`src/hdl/text_console_cursor_engine_defines.svh`:
```
// Assertion macros shared by the console engine RTL.
`ifndef TEXT_CONSOLE_CURSOR_ENGINE_DEFINES_SVH
`define TEXT_CONSOLE_CURSOR_ENGINE_DEFINES_SVH

// A condition that holds at every clock edge outside reset.
`define TCCE_ASSERT_ALWAYS(lbl, cond, msg) \
	lbl: assert property (@(posedge clk) disable iff (!arst_n) (cond)) else $error(msg);

// A consequence that holds in the same cycle as its trigger.
`define TCCE_ASSERT_IMP(lbl, ante, cons, msg) \
	lbl: assert property (@(posedge clk) disable iff (!arst_n) (ante) |-> (cons)) \
		else $error(msg);

// A consequence that holds in the cycle after its trigger.
`define TCCE_ASSERT_NEXT(lbl, ante, cons, msg) \
	lbl: assert property (@(posedge clk) disable iff (!arst_n) (ante) |=> (cons)) \
		else $error(msg);

`endif

```
`src/hdl/tcce_pkg.sv`:
```
package tcce_pkg;

	localparam int COLUMNS = 80;
	localparam int ROWS    = 25;
	localparam int CELLS   = COLUMNS * ROWS;

	localparam int ROW_W  = 5;
	localparam int COL_W  = 7;
	localparam int POS_W  = 12;
	localparam int CHAR_W = 8;
	localparam int KIND_W = 2;
	localparam int KEY_W  = 3;
	localparam int IDX_W  = 11;
	localparam int CELL_W = 2 * CHAR_W;
	localparam int ADDR_W = $clog2(CELLS);

	localparam logic [KIND_W-1:0] KIND_CHAR   = 2'd0;
	localparam logic [KIND_W-1:0] KIND_SCROLL = 2'd1;
	localparam logic [KIND_W-1:0] KIND_CLEAR  = 2'd2;
	localparam logic [KIND_W-1:0] KIND_READ   = 2'd3;

	localparam logic [KEY_W-1:0] ARROW_UP    = 3'd1;
	localparam logic [KEY_W-1:0] ARROW_DOWN  = 3'd2;
	localparam logic [KEY_W-1:0] ARROW_LEFT  = 3'd3;
	localparam logic [KEY_W-1:0] ARROW_RIGHT = 3'd4;

	localparam logic [CHAR_W-1:0] CODE_NONE      = 8'h00;
	localparam logic [CHAR_W-1:0] CODE_BACKSPACE = 8'h08;
	localparam logic [CHAR_W-1:0] CODE_NEWLINE   = 8'h0A;
	localparam logic [CHAR_W-1:0] BLANK_CHAR     = 8'h20;
	localparam logic [CHAR_W-1:0] CLEAR_ATTR     = 8'h07;
	localparam logic [CHAR_W-1:0] SCROLL_ATTR    = 8'h0F;

	typedef struct packed {
		logic [ROW_W-1:0]  row;
		logic [COL_W-1:0]  col;
		logic              we;
		logic [ADDR_W-1:0] waddr;
		logic [CELL_W-1:0] wdata;
		logic              ovf;
	} char_upd_t;

	function automatic logic [POS_W-1:0] cell_pos(input logic [ROW_W-1:0] r,
			input logic [COL_W-1:0] c);
		cell_pos = POS_W'(r) * POS_W'(COLUMNS) + POS_W'(c);
	endfunction

endpackage

```
`src/hdl/tcce_cursor.sv`:
```
module tcce_cursor (
	input  logic [tcce_pkg::ROW_W-1:0]  row,
	input  logic [tcce_pkg::COL_W-1:0]  col,
	input  logic [tcce_pkg::CHAR_W-1:0] char_code,
	input  logic [tcce_pkg::CHAR_W-1:0] color,
	input  logic [tcce_pkg::KEY_W-1:0]  key_code,
	output tcce_pkg::char_upd_t         upd
);
	import tcce_pkg::*;

	logic [ROW_W-1:0]  r;
	logic [COL_W-1:0]  c;
	logic [ROW_W-1:0]  wr;
	logic [COL_W-1:0]  wc;
	logic [CHAR_W-1:0] wch;
	logic              we;
	logic              ovf;

	always_comb begin
		r   = row;
		c   = col;
		wr  = row;
		wc  = col;
		wch = char_code;
		we  = 1'b0;
		ovf = 1'b0;

		if (char_code == CODE_BACKSPACE) begin
			if (c != '0) begin
				c = c - 1'b1;
			end else if (r != '0) begin
				r = r - 1'b1;
				c = COL_W'(COLUMNS - 1);
			end
			wr  = r;
			wc  = c;
			wch = BLANK_CHAR;
			we  = (r < ROW_W'(ROWS));
			ovf = !we;
		end else if (char_code == CODE_NEWLINE) begin
			if (r >= ROW_W'(ROWS)) begin
				r   = ROW_W'(ROWS);
				ovf = 1'b1;
			end else begin
				r = r + 1'b1;
			end
			c = '0;
		end else if (char_code != CODE_NONE) begin
			we  = (r < ROW_W'(ROWS));
			ovf = !we;
			if (c == COL_W'(COLUMNS - 1)) begin
				c = '0;
				if (r >= ROW_W'(ROWS)) begin
					r   = ROW_W'(ROWS);
					ovf = 1'b1;
				end else begin
					r = r + 1'b1;
				end
			end else begin
				c = c + 1'b1;
			end
		end

		if (key_code == ARROW_UP) begin
			if (r != '0) begin
				r = r - 1'b1;
			end
		end else if (key_code == ARROW_DOWN) begin
			if (r < ROW_W'(ROWS - 1)) begin
				r = r + 1'b1;
			end
		end else if (key_code == ARROW_LEFT) begin
			if (c != '0) begin
				c = c - 1'b1;
			end else if (r != '0) begin
				r = r - 1'b1;
				c = COL_W'(COLUMNS - 1);
			end
		end else if (key_code == ARROW_RIGHT) begin
			if (c < COL_W'(COLUMNS - 1)) begin
				c = c + 1'b1;
			end else if (r < ROW_W'(ROWS - 1)) begin
				r = r + 1'b1;
				c = '0;
			end
		end

		upd.row   = r;
		upd.col   = c;
		upd.we    = we;
		upd.waddr = ADDR_W'(cell_pos(wr, wc));
		upd.wdata = {wch, color};
		upd.ovf   = ovf;
	end

endmodule

```
`config.mk`:
```
export PLATFORM = sky130hd
export DESIGN_NAME = tcce_cursor
export DESIGN_NICKNAME = d
export VERILOG_FILES = /design/src/hdl/text_console_cursor_engine_defines.svh /design/src/hdl/tcce_pkg.sv /design/src/hdl/tcce_cursor.sv
export SDC_FILE = /design/constraint.sdc
export NUM_CORES = 1
export LEC_CHECK = 0
export BUFFER_PORTS_ARGS = -buffer_cell sky130_fd_sc_hd__buf_2
export CORE_MARGIN = 3
export CORE_UTILIZATION = 45
export DETAILED_ROUTE_END_ITERATION = 10
export GPL_TIMING_DRIVEN = 0
export PLACE_DENSITY_LB_ADDON = 0.05
export SYNTH_ARGS = -nofsm -noshare
export SYNTH_HDL_FRONTEND = slang
export SYNTH_SLANG_ARGS = --single-unit
export TNS_END_PERCENT = 10
```
`constraint.sdc`:
```
create_clock -name vclk -period 12.5
set_clock_uncertainty 0.15 [all_clocks]
set_input_delay 0.625 -clock vclk [all_inputs]
set_output_delay 0.625 -clock vclk [all_outputs]
set_load 0.02 [all_outputs]
```
==> After elaboration in Yosys (flattened, before gate mapping) <==
Cells that the tools add are included.
{ "totals": {"regBits": 0, "inputBits": 31, "output_inout_bits": 41, "elab_cells": 71} }
{ "op_classes": {"add_sub_neg": 9, "mul": 1, "n_lt_le_gt_ge": 5, "eq_ne": 7, "mux": 42, "reduce_logical": 7} }
{ "ops": {"columns": ["operator", "count"], "rows": [
  ["7-bit two-way mux", 15],
  ["5-bit two-way mux", 17],
  ["8-bit by 4-bit == test with 1-bit output (second input constant)", 2],
  ["5-bit less-than comparator (second input constant)", 3],
  ["7-bit by 1-bit adder with 7-bit output (second input constant)", 2],
  ["7-bit nonzero test", 2],
  ["7-bit by 1-bit subtractor with 7-bit output (second input constant)", 2],
  ["11-bit by 7-bit adder with 11-bit output", 1],
  ["5-bit by 1-bit adder with 5-bit output (second input constant)", 2],
  ["5-bit nonzero test", 2],
  ["5-bit by 1-bit subtractor with 5-bit output (second input constant)", 2],
  ["1-bit two-way mux", 9],
  ["8-bit two-way mux", 1],
  ["8-bit nonzero test", 1],
  ["7-bit == test (second input constant)", 1],
  ["7-bit less-than comparator (second input constant)", 1],
  ["5-bit by 3-bit multiplier with 7-bit output (second input constant)", 1],
  ["3-bit by 2-bit == test with 1-bit output (second input constant)", 2],
  ["5-bit >= comparator (second input constant)", 1],
  ["3-bit by 1-bit == test with 1-bit output (second input constant)", 1],
  ["3-bit == test (second input constant)", 1],
  ["1-bit logical NOT", 2]
]} }

==> Logic depth before layout (Yosys ltp) <==
Gate-level depths: netlist of run 1.
{ "depth": {"word_depth": 13, "ltp_mapped": 16, "ltp_nobuf": 15} }

==> Least setup slack after synthesis of run 1 <==
Ideal clock, no wire load.
{ "synth_path": {"path_type": "in2out", "from": "input col[1] (netlist name)", "to": "output upd[27] (netlist name)", "arrival_time_ps": 4334, "required_ps": 11725, "setup_slack_ps": 7391, "path_stages": 13, "n_path_buf": 0, "path_cell_list": "inv_1 ha_1 nor4b_1 nand2_1 or4_1 mux2i_1 ha_1 ha_1 fa_1 xnor2_1 or3b_2 xor2_1 xnor2_1"} }
{ "synth_rtl": {"columns": ["element", "line_no", "source"], "rows": [
  ["start, declared", "tcce_cursor.sv:3", "input logic [tcce_pkg::COL_W-1:0] col,"],
  ["end, declared", "tcce_cursor.sv:7", "output tcce_pkg::char_upd_t upd"]
]} }

==> results of run 1 <==
## synthesized netlist by cell type (4+ instances only)
master / n / area (um^2)
a22oi_1: 5 / 37.5
ha_1: 17 / 213
and2_1: 6 / 37.5
inv_1: 19 / 71.3
buf_4: 11 / 82.6
xor2_1: 6 / 52.6
nand3_1: 22 / 110
or3_1: 6 / 37.5
mux2i_1: 4 / 40.0
o22ai_1: 4 / 25.0
nor2_1: 31 / 116
nand2b_1: 4 / 25.0
a21o_1: 8 / 60.1
nor3_1: 14 / 70.1
o21ai_0: 19 / 95.1
a21oi_1: 23 / 115
a21boi_0: 4 / 30.0
xnor2_1: 10 / 87.6
and3_1: 6 / 37.5
clkbuf_1: 19 / 71.3
o211ai_1: 7 / 52.6
nand2_1: 31 / 116
a31oi_1: 11 / 68.8
## layout make-up
type | count | area (um^2)
buffer | 33 | 175
fill | 544 | 2160
inverter | 19 | 71.3
multi-input combinational | 302 | 2030
tap | 67 | 83.8
timing repair buffer | 59 | 295
## metal layers
metal | track usage | vias up | part of all wire
met4 | 0.00178 | 0 | 0.00055
met5 | 0 | - | 0
li1 | - | 1443 | -
met3 | 0.00352 | 2 | 0.074
met2 | 0.409 | 127 | 0.47
met1 | 0.340 | 1396 | 0.46
## final timing paths
| check | from | endpoint | slack (ns) | cells after the start |
|---|---|---|---|---|
| worst max-delay path | col[1] | upd[27] | 6.54 | 15 |
| worst min-delay path | color[3] | upd[4] | 1.32 | 2 |
## metrics by stage
stage / instances / util
floorplan: 354 / -
finish: 480 / 0.551
detailed placement: 480 / 0.551
global route: 480 / 0.551
CTS: 480 / 0.551
global placement: 480 / 0.551
## power by group through the flow
stage	Sequential (W)	Combinational (W)	Clock [W]
3_5_place_dp	0	0.000102	0
2_1_floorplan	0	0.0000733	0
5_1_grt	0	0.000113	0
4_1_cts	0	0.000103	0
6_report	0	0.000103	0
3_3_place_gp	0	0.000101	0
## cells in the final DEF, fill, tap and decap left out, types with 14 or more instances in the layout
cell and instances:
buf_2 61, nand3_1 22, o21ai_0 19, inv_1 19
clkbuf_1 19, ha_1 17, nand2_1 31, a21oi_1 23
nor3_1 14, nor2_1 31
## logic make-up after synthesis
group | after synthesis | share of synthesized area
buf+inv | 52 | 0.108
xor+xnor | 16 | 0.0616
fa+ha+maj | 19 | 0.111
simple gates | 145 | 0.332
mux | 5 | 0.0225
compound gates | 117 | 0.365
==> reports/metrics.yaml, run 1 <==
run_status:
  status: "finished clean"
timing:
  final.period_utilization: 0.477
  final_max_slew_viol_count: 0
  finalSetupViolations: 0
  tightest_slew_ns: 1.00
  hold_violations: 0
  layout_min_cycle_time_ns: 5.96
  fin_setup_tns_ns: 0
  rsz0062_at_grt: "false"
  max_freq_ghz: 0.168
  slew_headroom: 0.321
  setup_ws_ns: 6.54
  whs_ns: 1.32
setup_path:
  cp_max_fo: 9
  criticalPathCategory: "primary input to output pin"
  crit_path_max_incr_delay_ns: 0.81
  worstSetupStartpointType: "primary input"
  path_delay_family: "simple AND/OR/NAND/NOR gates"
  cpMostUsedCell: "ha_1"
  path_cells: "buf_2, inv_1, ha_1, nor4b_1, nand2_1, or4_1, mux2i_1, ha_1, ha_1, fa_1, xnor2_1, or3b_2, xor2_1, xnor2_1, buf_2"
  cp.buffers_inverters: 3
  cp.arrival_ns: 5.19
  crit_required_ns: 11.73
  end_kind: "output pin"
  slowest_stage: "nor4b_1"
route:
  drtAntennaViolNets: 0
  firstDrtPassIters: 5
  wire_per_inst_um: 15.1
  drtIter0Drc: 221
  wl_um: 7240
  viasPerCell: 6.18
  vias: 2968
  drc: 0
final_layout:
  fin_nets: 465
  seq_cells: 0
  antenna_cells: 0
  final_area_um2: 2660
  seqCellArea_um2: 0
  drive_above_1_share: 0.203
  final.clkbuf_count: 0
  syn2layout_area_growth_pct: 16.7
placed_design:
  dpl.hpwl_um: 5710
  globalplace.congestion: 0.889
  dpl_worst_slack_ns: 6.64
  port_buffers: 59
  place_area_um2: 2660
floorplanning:
  io_pins: 72
  core_um2: 4820
  die_h_um: 77.1
  fp.dieW_um: 77.1
  num_rows: 25
  die_area_um2: 5950
  start_util: 0.472
run:
  max-cap-violations: 0
global_route:
  grt_first_pass_wirelength_um: 12200
  grt_pass1_vias: 2531
  grt_usage: 0.234
  overflow: 0
  grt_max_degree: 11
  antenna_found_initial: 0
synthesis:
  synth_warnings: 0
  syn_inst: 354
  syn_avg_cell_area_um2: 6.43
  yosysSeqAreaShare: 0
  synth_fp_nets: 404
  synth_area_um2: 2280
  synth_cell_type_count: 62
power:
  clockPowerShare: 0
  p_sw_frac: 0.619
  p_sw_w: 0.0000637
  vdd_drop_max_mv: 0.0264
  p_total_w: 0.000103
  p_int_w: 0.0000391
  p_seq_frac: 0
  power_density_nw_per_um2: 38.7
  leakage_nw: 1.15
  combPwrFrac: 1.000
cts:
  cts_hold_buffers: 0
  postCtsSetupBuffers: 0
  cts_resized: 0
hold_path:
  min_path_type: "primary input to output pin"
Note: power is estimated with default switching activity, not from simulation.
==> inputs of run 2 (changes only) <==
clock period = 4.95 ns   (was 12.5 ns; I/O delays follow)
==> run 2 against run 1 <==
  * First-iteration DRC count decreased by 20%
  * Setup slack got worse by 6.2 ns
  * Critical path depth unchanged
  * Highest routed layer is now met3
  * Critical endpoint unchanged
  * Combinational power increased to 2.6 times the previous value
  * Worst hold slack got worse by 0.75 ns
  * Die area unchanged
==> reports/metrics.yaml, run 2 (synthesis gave the netlist of run 1 again) <==
run_status:
  status: "finished clean"
route:
  vias: 2935  # -1.1%
  viasPerCell: 6.11  # -1.1%
  drc: 0  # unchanged
  drtAntennaViolNets: 0  # unchanged
  drtIter0Drc: 177  # -20%
  firstDrtPassIters: 5  # unchanged
  wl_um: 7320  # +1.1%
  wire_per_inst_um: 15.3  # +1.1%
final_layout:
  multi_input_area_um2: 2070  # +2.1%
  drive_above_1_share: 0.215  # +0.0121
  seqCellArea_um2: 0  # unchanged
  nFillCells: 544  # unchanged
  fin_nets: 465  # unchanged
  final_util: 0.560  # +0.00883
  final_area_um2: 2700  # +1.6%
  syn2layout_area_growth_pct: 18.5
  antenna_cells: 0  # unchanged
  final_cell_mix: "61 x buf_2, 31 x nand2_1, 30 x nor2_1, 23 x a21oi_1, 22 x nand3_1"
  seq_cells: 0  # unchanged
  final.clkbuf_count: 0  # unchanged
  final_common_cell: "buf_2"
global_route:
  overflow: 0  # unchanged
  grt_max_degree: 11  # unchanged
  grt_usage: 0.235  # +0.00146
  grt_pass1_vias: 2546  # +0.59%
  grt_first_pass_wirelength_um: 12200  # +0.57%
  antenna_found_initial: 0  # unchanged
power:
  clockPowerShare: 0  # unchanged
  p_sw_w: 0.000163  # +160%
  p_seq_frac: 0  # unchanged
  vdd_drop_max_mv: 0.0670  # +150%
  leakage_nw: 1.16  # +0.95%
  combPwrFrac: 1.000  # about the same
  p_sw_frac: 0.620  # about the same
  p_int_w: 0.0000999  # +160%
  power_density_nw_per_um2: 97.4  # +150%
  p_total_w: 0.000263  # +160%
timing:
  fin_setup_tns_ns: 0  # unchanged
  finalSetupViolations: 0  # unchanged
  layout_min_cycle_time_ns: 4.60
  final_max_slew_viol_count: 0  # unchanged
  tightest_slew_ns: 0.785  # -0.220 ns
  max_freq_ghz: 0.218
  setup_ws_ns: 0.353  # -6.18 ns
  final.period_utilization: 0.929
  slew_headroom: 0.476  # +0.156
  hold_violations: 0  # unchanged
  rsz0062_at_grt: "false"
setup_path:
  path_delay_family: "simple AND/OR/NAND/NOR gates"
  cp.arrival_ns: 4.20  # -0.99 ns
  cp_max_fo: 9  # unchanged
  end_kind: "output pin"
  cpMostUsedCell: "ha_1"
  path_cells: "buf_2, inv_1, ha_1, nor4b_4, nand2_1, or4_1, mux2i_1, ha_1, ha_1, fa_1, xnor2_1, or3b_2, xor2_1, xnor2_1, buf_2"
  crit_path_max_incr_delay_ns: 0.62  # -0.19 ns
  criticalPathCategory: "primary input to output pin"
  cp.buffers_inverters: 3  # unchanged
  slowest_stage: "or4_1"
  worstSetupStartpointType: "primary input"
  crit_required_ns: 4.55  # -7.18 ns
run:
  max-cap-violations: 0  # unchanged
placed_design:
  place_area_um2: 2660  # unchanged
  dpl.hpwl_um: 5710  # unchanged
  dpl_worst_slack_ns: -0.157  # -6.80 ns
  port_buffers: 59  # unchanged
  globalplace.congestion: 0.889  # unchanged
floorplanning:
  die_h_um: 77.1  # unchanged
  start_util: 0.472  # unchanged
  fp.dieW_um: 77.1  # unchanged
  core_um2: 4820  # unchanged
  io_pins: 72  # unchanged
  die_area_um2: 5950  # unchanged
  num_rows: 25  # unchanged
cts:
  cts_hold_buffers: 0  # unchanged
  postCtsSetupBuffers: 0  # unchanged
hold_path:
  min_path_type: "primary input to output pin"
==> run 2: cell count changes in the layout (fill, tap and decap cells not counted) <==
cell,delta
nor4b_1,-2
nor3_2,+2
a21boi_1,+1
nor3_1,-2
nor2_2,+1
a21boi_0,-1
nor4b_4,+2
nor2_1,-1
==> run 2: per-layer routing <==
metal,share of wire,global-route usage
met1,0.47,0.341
met5,0,0
met4,0,0.00178
met3,0.061,0.00352
met2,0.47,0.413
==> run 2: final cells by class <==
class                           instances  share of cell area
Buffer                                 33              0.0649
Multi-Input combinational cell        302               0.768
Inverter                               19              0.0264
Timing Repair Buffer                   59               0.109
Tap cell                               67              0.0311
==> run 2: timing repair <==
| item | in CTS | in global routing |
|---|---|---|
| gates cloned | 0 | 0 |
| endpoints found under the setup margin | 2 | 4 |
| pin swaps | 0 | 0 |
| endpoints found under the hold margin | 0 | 0 |
| gates resized for setup | 2 | 6 |
==> run 2: stage by stage <==
| stage | std cells | hold WS [ns] |
|---|---|---|
| final | 480 | 0.562 |
| after global routing | 480 | 0.566 |
| after CTS | 480 | 0.564 |
| after detailed placement | 480 | 0.564 |
| after global placement | 480 | 0.563 |
| after floorplan | 354 | 0.458 |
==> run 2: final timing paths <==
| kind | slack (ns) | cells after the start | start | endpoint |
|---|---|---|---|---|
| hold / removal | 0.56 | 2 | color[3] | upd[4] |
| setup / recovery | 0.35 | 15 | col[1] | upd[27] |
==> run 2: power groups by stage <==
stage | logic, W | clock network, W | registers (W)
2_1_floorplan | 0.000185 | 0 | 0
3_3_place_gp | 0.000256 | 0 | 0
3_5_place_dp | 0.000258 | 0 | 0
4_1_cts | 0.000260 | 0 | 0
5_1_grt | 0.000290 | 0 | 0
6_report | 0.000263 | 0 | 0
